## src/sv/ils_pkg.sv

```systemverilog
package ils_pkg;

	localparam int unsigned DEPTH_DEF = 64;
	localparam int unsigned WIDTH_DEF = 32;

	typedef enum logic [2:0] {
		ACT_APPEND      = 3'd0,
		ACT_INSERT      = 3'd1,
		ACT_GET         = 3'd2,
		ACT_SET         = 3'd3,
		ACT_REMOVE_AT   = 3'd4,
		ACT_REMOVE_LAST = 3'd5,
		ACT_CLEAR       = 3'd6
	} act_t;

	typedef enum logic [3:0] {
		S_IDLE  = 4'b0001,
		S_SHIFT = 4'b0010,
		S_WRV   = 4'b0100,
		S_RESP  = 4'b1000
	} state_t;

endpackage

```

## src/sv/ils_ram.sv

```systemverilog
module ils_ram #(
	parameter int unsigned DEPTH = ils_pkg::DEPTH_DEF,
	parameter int unsigned WIDTH = ils_pkg::WIDTH_DEF
) (
	input  logic                     clk,
	input  logic                     we,
	input  logic [$clog2(DEPTH)-1:0] waddr,
	input  logic [WIDTH-1:0]         wdata,
	input  logic                     re,
	input  logic [$clog2(DEPTH)-1:0] raddr,
	output logic [WIDTH-1:0]         rdata
);

	logic [WIDTH-1:0] mem [DEPTH];

	always_ff @(posedge clk) begin
		if (we) begin
			mem[waddr] <= wdata;
		end
	end

	always_ff @(posedge clk) begin
		if (re) begin
			rdata <= mem[raddr];
		end
	end

endmodule

```

## src/sv/indexed_list_store.sv

```systemverilog
// Fixed-capacity ordered list of WIDTH-bit words held in a DEPTH-entry RAM with one write
// and one registered read port. One transfer in gives one result transfer out. Append,
// get, set, remove-last, clear, insert at the tail and any failed request go straight to
// the response state. Insert before the tail shifts entries p..n-1 up a slot, then writes
// the new value at p; remove-at shifts entries p+1..n-1 down a slot. Entries move one slot
// per cycle through the RAM. A new request is taken while an earlier result waits.
module indexed_list_store #(
	parameter int unsigned DEPTH = ils_pkg::DEPTH_DEF,
	parameter int unsigned WIDTH = ils_pkg::WIDTH_DEF
) (
	input  logic                       clk,
	input  logic                       arst_n,
	input  logic                       in_valid,
	output logic                       in_ready,
	input  logic [2:0]                 action,
	input  logic [$clog2(DEPTH+1)-1:0] position,
	input  logic [WIDTH-1:0]           item_value,
	output logic                       out_valid,
	input  logic                       out_ready,
	output logic                       ok,
	output logic [WIDTH-1:0]           read_value,
	output logic [$clog2(DEPTH+1)-1:0] live_count
);

	localparam int unsigned AW = $clog2(DEPTH);
	localparam int unsigned CW = $clog2(DEPTH+1);

	ils_pkg::state_t state_q, state_d;
	logic [CW-1:0]    cnt_q, cnt_d;
	logic [AW-1:0]    ptr_q, ptr_d;
	logic [AW-1:0]    end_q, end_d;
	logic             up_q, up_d;
	logic [WIDTH-1:0] val_q, val_d;
	logic             res_ok_q, res_ok_d;
	logic             res_get_q, res_get_d;

	logic             out_valid_q;
	logic             ok_q;
	logic [WIDTH-1:0] read_value_q;
	logic [CW-1:0]    live_count_q;

	logic             we, re;
	logic [AW-1:0]    waddr, raddr;
	logic [WIDTH-1:0] wdata, rdata;

	logic [CW-1:0]    cnt_m1, pos_p1;
	logic             full, in_rng, resp_load;

	ils_ram #(.DEPTH(DEPTH), .WIDTH(WIDTH)) u_ram (
		.clk   (clk),
		.we    (we),
		.waddr (waddr),
		.wdata (wdata),
		.re    (re),
		.raddr (raddr),
		.rdata (rdata)
	);

	assign cnt_m1    = cnt_q - 1'b1;
	assign pos_p1    = position + 1'b1;
	assign full      = (cnt_q == CW'(DEPTH));
	assign in_rng    = (position < cnt_q);
	assign in_ready  = (state_q == ils_pkg::S_IDLE);
	assign resp_load = (state_q == ils_pkg::S_RESP) && (!out_valid_q || out_ready);

	always_comb begin
		state_d   = state_q;
		cnt_d     = cnt_q;
		ptr_d     = ptr_q;
		end_d     = end_q;
		up_d      = up_q;
		val_d     = val_q;
		res_ok_d  = res_ok_q;
		res_get_d = res_get_q;
		we        = 1'b0;
		waddr     = '0;
		wdata     = '0;
		re        = 1'b0;
		raddr     = '0;
		unique case (state_q)
			ils_pkg::S_IDLE: begin
				if (in_valid) begin
					state_d   = ils_pkg::S_RESP;
					res_ok_d  = 1'b0;
					res_get_d = 1'b0;
					case (ils_pkg::act_t'(action))
						ils_pkg::ACT_APPEND: begin
							if (!full) begin
								we       = 1'b1;
								waddr    = cnt_q[AW-1:0];
								wdata    = item_value;
								cnt_d    = cnt_q + 1'b1;
								res_ok_d = 1'b1;
							end
						end
						ils_pkg::ACT_INSERT: begin
							if (position <= cnt_q && !full) begin
								cnt_d    = cnt_q + 1'b1;
								res_ok_d = 1'b1;
								if (position == cnt_q) begin
									we    = 1'b1;
									waddr = cnt_q[AW-1:0];
									wdata = item_value;
								end else begin
									re      = 1'b1;
									raddr   = cnt_m1[AW-1:0];
									ptr_d   = cnt_m1[AW-1:0];
									end_d   = position[AW-1:0];
									up_d    = 1'b1;
									val_d   = item_value;
									state_d = ils_pkg::S_SHIFT;
								end
							end
						end
						ils_pkg::ACT_GET: begin
							if (in_rng) begin
								re        = 1'b1;
								raddr     = position[AW-1:0];
								res_ok_d  = 1'b1;
								res_get_d = 1'b1;
							end
						end
						ils_pkg::ACT_SET: begin
							if (in_rng) begin
								we       = 1'b1;
								waddr    = position[AW-1:0];
								wdata    = item_value;
								res_ok_d = 1'b1;
							end
						end
						ils_pkg::ACT_REMOVE_AT: begin
							if (in_rng) begin
								cnt_d    = cnt_m1;
								res_ok_d = 1'b1;
								if (position != cnt_m1) begin
									re      = 1'b1;
									raddr   = pos_p1[AW-1:0];
									ptr_d   = pos_p1[AW-1:0];
									end_d   = cnt_m1[AW-1:0];
									up_d    = 1'b0;
									state_d = ils_pkg::S_SHIFT;
								end
							end
						end
						ils_pkg::ACT_REMOVE_LAST: begin
							if (cnt_q != '0) begin
								cnt_d    = cnt_m1;
								res_ok_d = 1'b1;
							end
						end
						ils_pkg::ACT_CLEAR: begin
							cnt_d    = '0;
							res_ok_d = 1'b1;
						end
						default: begin
						end
					endcase
				end
			end
			ils_pkg::S_SHIFT: begin
				// rdata holds slot ptr_q; move it one slot toward the gap
				we    = 1'b1;
				waddr = up_q ? ptr_q + 1'b1 : ptr_q - 1'b1;
				wdata = rdata;
				if (ptr_q == end_q) begin
					state_d = up_q ? ils_pkg::S_WRV : ils_pkg::S_RESP;
				end else begin
					re    = 1'b1;
					raddr = up_q ? ptr_q - 1'b1 : ptr_q + 1'b1;
					ptr_d = raddr;
				end
			end
			ils_pkg::S_WRV: begin
				we      = 1'b1;
				waddr   = end_q;
				wdata   = val_q;
				state_d = ils_pkg::S_RESP;
			end
			ils_pkg::S_RESP: begin
				if (resp_load) begin
					state_d = ils_pkg::S_IDLE;
				end
			end
			default: begin
				state_d = ils_pkg::S_IDLE;
			end
		endcase
	end

	always_ff @(posedge clk or negedge arst_n) begin
		if (!arst_n) begin
			state_q     <= ils_pkg::S_IDLE;
			cnt_q       <= '0;
			out_valid_q <= 1'b0;
		end else begin
			state_q <= state_d;
			cnt_q   <= cnt_d;
			if (resp_load) begin
				out_valid_q <= 1'b1;
			end else if (out_ready) begin
				out_valid_q <= 1'b0;
			end
		end
	end

	always_ff @(posedge clk) begin
		ptr_q     <= ptr_d;
		end_q     <= end_d;
		up_q      <= up_d;
		val_q     <= val_d;
		res_ok_q  <= res_ok_d;
		res_get_q <= res_get_d;
		if (resp_load) begin
			ok_q         <= res_ok_q;
			read_value_q <= res_get_q ? rdata : '0;
			live_count_q <= cnt_q;
		end
	end

	assign out_valid  = out_valid_q;
	assign ok         = ok_q;
	assign read_value = read_value_q;
	assign live_count = live_count_q;

endmodule
```

## config.mk

```make
export PLATFORM = sky130hd
export DESIGN_NAME = indexed_list_store
export DESIGN_NICKNAME = d
export VERILOG_FILES = /design/src/sv/ils_pkg.sv /design/src/sv/ils_ram.sv /design/src/sv/indexed_list_store.sv
export SDC_FILE = /design/constraint.sdc
export NUM_CORES = 2
export LEC_CHECK = 0
export BUFFER_PORTS_ARGS = -buffer_cell sky130_fd_sc_hd__clkbuf_2
export CORE_AREA = 2 2 423 425
export CTS_CLUSTER_SIZE = 40
export DETAILED_ROUTE_END_ITERATION = 16
export DIE_AREA = 0 0 425 427
export PLACE_DENSITY = 0.68
export SETUP_SLACK_MARGIN = 0.2
export SYNTH_ARGS = -nofsm -noshare
export SYNTH_HDL_FRONTEND = slang
export SYNTH_SLANG_ARGS = --single-unit
```

## constraint.sdc

```tcl
create_clock -name clk -period 5.33 [get_ports clk]
set_input_delay 1.599 -clock clk [delete_from_list [all_inputs] [get_ports clk]]
set_output_delay 1.599 -clock clk [all_outputs]
set_load 0.005 [all_outputs]
```

==> impl_metrics.yaml <==
logic_synthesis:
  synth_xor_area_share_pct: 0.324
  synth_compound_area_share_pct: 10.3
  ys_ff_latch: 2179
  yosys_warnings: 0
  syn_area_per_cell_um2: 14.3
  syn-cell-area_mm2: 0.0880
  synth-edff-count: 2167
  ys.flop_type: "edfxtp_1"
  synth_cell_types: 79
  synth_simple_gate_area_share_pct: 8.80
  yosysSeqAreaShare_pct: 74.3
  synthArstFlopShare_pct: 0.551
  synth_top_family_by_area: "compound AO/OA/AOI/OAI gates"
  synth_fa_ha_area_share_pct: 0.185
  synthMuxAreaShare_pct: 3.70
  synthCells: 6169
  synthesis.nets: 6228
clock_tree:
  clk_latency_ps: 870
  cts_buffers: 208
  cts_max_path_buffers: 3
  cts_root_buffer: "clkbuf_16"
  clock_sinks: 2179
  clk_pin_slew_worst_paths_ps: 60
  h-tree-depth: 4
  cts_tree: "done"
final_layout:
  drive_gt1_share_pct: 18.4
  final_util_pct: 59.4
  layout.nets: 6894
  area_delta_synth_final_pct: 19.6
  fin_cells: 9354
drt:
  num_vias: 58700
  drt_iter0_drc: 8627
  drc: 0
  first_pass_iters: 7
  drt-total-wl_um: 270000
  wl_per_cell_um: 28.8
  routed_via_density: 6.28
  postRouteAntennaNets: 0
sta:
  fin_crit_ps: 5120
  skew_ps: 44.6
  fmax_mhz: 195
  post-route-period-util_pct: 96.1
  setup_viol: 0
  maxSlewHeadroom_pct: 26.9
  drv_slew: 0
  hold_viol: 0
  tightest_slew_ps: 1090
  rsz0062_at_grt: "true"
critical_path:
  path_max_fanout: 11
  cp_data_arrival_time_ps: 5850
  reg2reg_setup_slack_ps: 340
  endpoint_kind: "flop"
  required_ps: 6060
  r2r-start: "cnt_q[3]"
  critPathLaunchType: "primary input"
  crit_start: "position[6]"
  worstReg2RegEnd: "u_ram.rdata[0]"
  path_class: "in2reg"
  ff2ff_path_depth: 17
  endpoint: "u_ram.rdata[12]"
floorplan:
  core_mm2: 0.177
  die_x_um: 425
  num_rows: 155
  dieArea_mm2: 0.181
  die_h_um: 427
  top_level_ports: 88
  start_util_pct: 49.6
place:
  gp_congestion: 0.965
  hpwlAfterDp_um: 171000
  dp_cells: 8974
  io_buffers: 87
pwr:
  combPwrFrac_pct: 10.0
  powerDensity_mw_per_mm2: 351
  p_total_uw: 37000
  clkPwrFrac_pct: 37.9
  p_seq_share_pct: 52.0
  irDropWorstVdd_v: 0.000355
  p_sw_share_pct: 23.8
  leakage_uw: 0.0383
  p_switching_uw: 8800
  p_int_uw: 28200
global_routing:
  grt_pass1_vias: 56400
  grt_pass1_wl_um: 387000
  grt.total_usage_pct: 29.3
  antenna_found_initial: 11
  grt_overflow: 0
  grt_max_degree: 70
job:
  max_cap_violations: 0
outcome:
  status: "completed"
worst_hold_path:
  hp-class: "reg2reg"
-- cells in the mapped netlist (all sizes together), types with 6 or more instances --
cell | instances | area share [%]
edfxtp | 2167 | 74
nand2 | 1023 | 4.4
a21oi | 505 | 2.9
mux2i | 324 | 3.7
nand3 | 258 | 1.5
buf | 218 | 1.2
clkbuf | 200 | 0.85
nor2 | 172 | 0.73
o21ai | 170 | 0.98
a22oi | 159 | 1.4
a211oi | 120 | 1.0
o211a | 101 | 1.1
o22ai | 86 | 0.61
inv | 66 | 0.28
nor3 | 57 | 0.32
o211ai | 54 | 0.46
nor4 | 50 | 0.36
and2 | 46 | 0.33
and3 | 45 | 0.32
a222oi | 32 | 0.36
and4 | 23 | 0.23
xnor2 | 19 | 0.19
o2111ai | 17 | 0.17
or4 | 17 | 0.15
a21boi | 15 | 0.13
a221oi | 15 | 0.15
ha | 13 | 0.18
nor2b | 13 | 0.092
o221ai | 13 | 0.13
a31oi | 11 | 0.078
dfrtp | 11 | 0.31
xor2 | 11 | 0.11
a211o | 9 | 0.090
nand4 | 9 | 0.064
o22a | 9 | 0.090
o31ai | 9 | 0.082
a2111oi | 8 | 0.081
a2bb2oi | 8 | 0.080
or3 | 8 | 0.057
a21o | 7 | 0.060
nand2b | 6 | 0.043
or4b | 6 | 0.068
-- cells by family (layout without fill, tap and decap cells) --
kind of cell               after synthesis  count (layout)
xor gates and xnor gates                31              31
buffers and inverters                  484            1304
other                                    0              10
adders and majority gates               13              13
and+or+nand+nor                       1753            1753
AOI/OAI and AO/OA                     1384            1384
muxes                                  325             325
DFF                                   2179            2179
-- power by group through the flow --
stage          sequential [µW]  combinational (µW)  clock [µW]
2_1_floorplan            19500                1890           0
3_3_place_gp             19600                3580           0
3_5_place_dp             19600                3620           0
4_1_cts                  19200                3650       14100
5_1_grt                  19200                3940       14800
6_report                 19200                3710       14000
-- cell type report --
| class | count | area, µm² |
|---|---|---|
| repair buffers | 874 | 8870 |
| flip-flops and latches | 2179 | 65400 |
| diodes | 10 | 25.0 |
| fillers | 13200 | 72000 |
| well taps | 2355 | 2950 |
| inverters | 66 | 248 |
| multi-input cells | 3506 | 21400 |
| clock inverters | 105 | 918 |
| clock buffers | 259 | 5440 |
-- sequential cells by signal (all words and copies together), names as in the netlist --
| register | flops |
|---|---|
| cnt_q | 7 |
| end_q | 6 |
| live_count | 7 |
| ok | 1 |
| out_valid | 1 |
| ptr_q | 6 |
| read_value | 32 |
| res_get_q | 1 |
| res_ok_q | 1 |
| state_q | 4 |
| u_ram.mem | 2048 |
| u_ram.rdata | 32 |
| up_q | 1 |
| val_q | 32 |
-- worst max-delay path, cell delays in order --
cell and delay [ps]:
clkbuf_2 100, ha_1 320, a21oi_1 140, o21ai_0 160
or2_2 420, or4_1 620, o21ai_4 310, buf_12 220
buf_12 120, buf_4 160, a211oi_1 60, o21ai_0 320
o2111ai_1 330, buf_4 250, nor4_4 330, buf_4 190
and4_1 150
-- cell usage in the layout, fill, tap and decap left out, drive strengths merged, types with 13 or more instances in the layout --
cell type,instances
o211ai,54
o221ai,13
clkbuf,346
and4,23
a211oi,120
a21boi,15
a22oi,159
buf,787
xnor2,19
a221oi,15
o211a,101
and2,46
and3,45
o21ai,170
a222oi,32
nand3,258
ha,13
nor4,50
nand2,1023
or4,17
nor2,172
a21oi,505
o2111ai,17
o22ai,86
nor3,57
inv,61
nor2b,13
clkinv,95
mux2i,324
edfxtp,2167
-- worst min-delay path by stage --
| stage | start | to | slack, ps | cells past startpoint |
|---|---|---|---|---|
| final | res_ok_q | ok | 430 | 0 |
| after global routing | res_ok_q | ok | 440 | 0 |
| after CTS | res_ok_q | ok | 430 | 0 |
| after detailed placement | res_ok_q | ok | 420 | 0 |
| after global placement | res_ok_q | ok | 420 | 0 |
| after floorplan | res_ok_q | ok | 400 | 0 |
-- metal layers --
layer,vias up,global-route usage [%],share of wire (%),routed length [µm]
met2,3566,45.9,47,126000
met1,29500,39.8,38,102000
met4,8,14.6,5.4,14600
met5,-,0,0.023,61
met3,620,5.23,10,27300
li1,25000,-,-,-
-- per-stage QoR --
stage	setup slack [ps]	TNS [ps]	cell area (µm²)	hold slack, ps
detailed placement	-1430	-16370	98600	415
floorplan	-91.4	-2930	88300	400
global route	121	0	105000	444
finish	206	0	105000	433
global placement	-1410	-16450	98600	420
CTS	89.5	0	105000	429
-- timing repair --
| item | in CTS | in global routing |
|---|---|---|
| buffers inserted | 0 | 6 |
| setup endpoints to repair | 8 | 13 |
| resized for setup | 14 | 19 |
| hold buffers | 0 | 0 |
| pin swaps | 2 | 5 |
No activity file was read; power rests on OpenSTA's default activity.
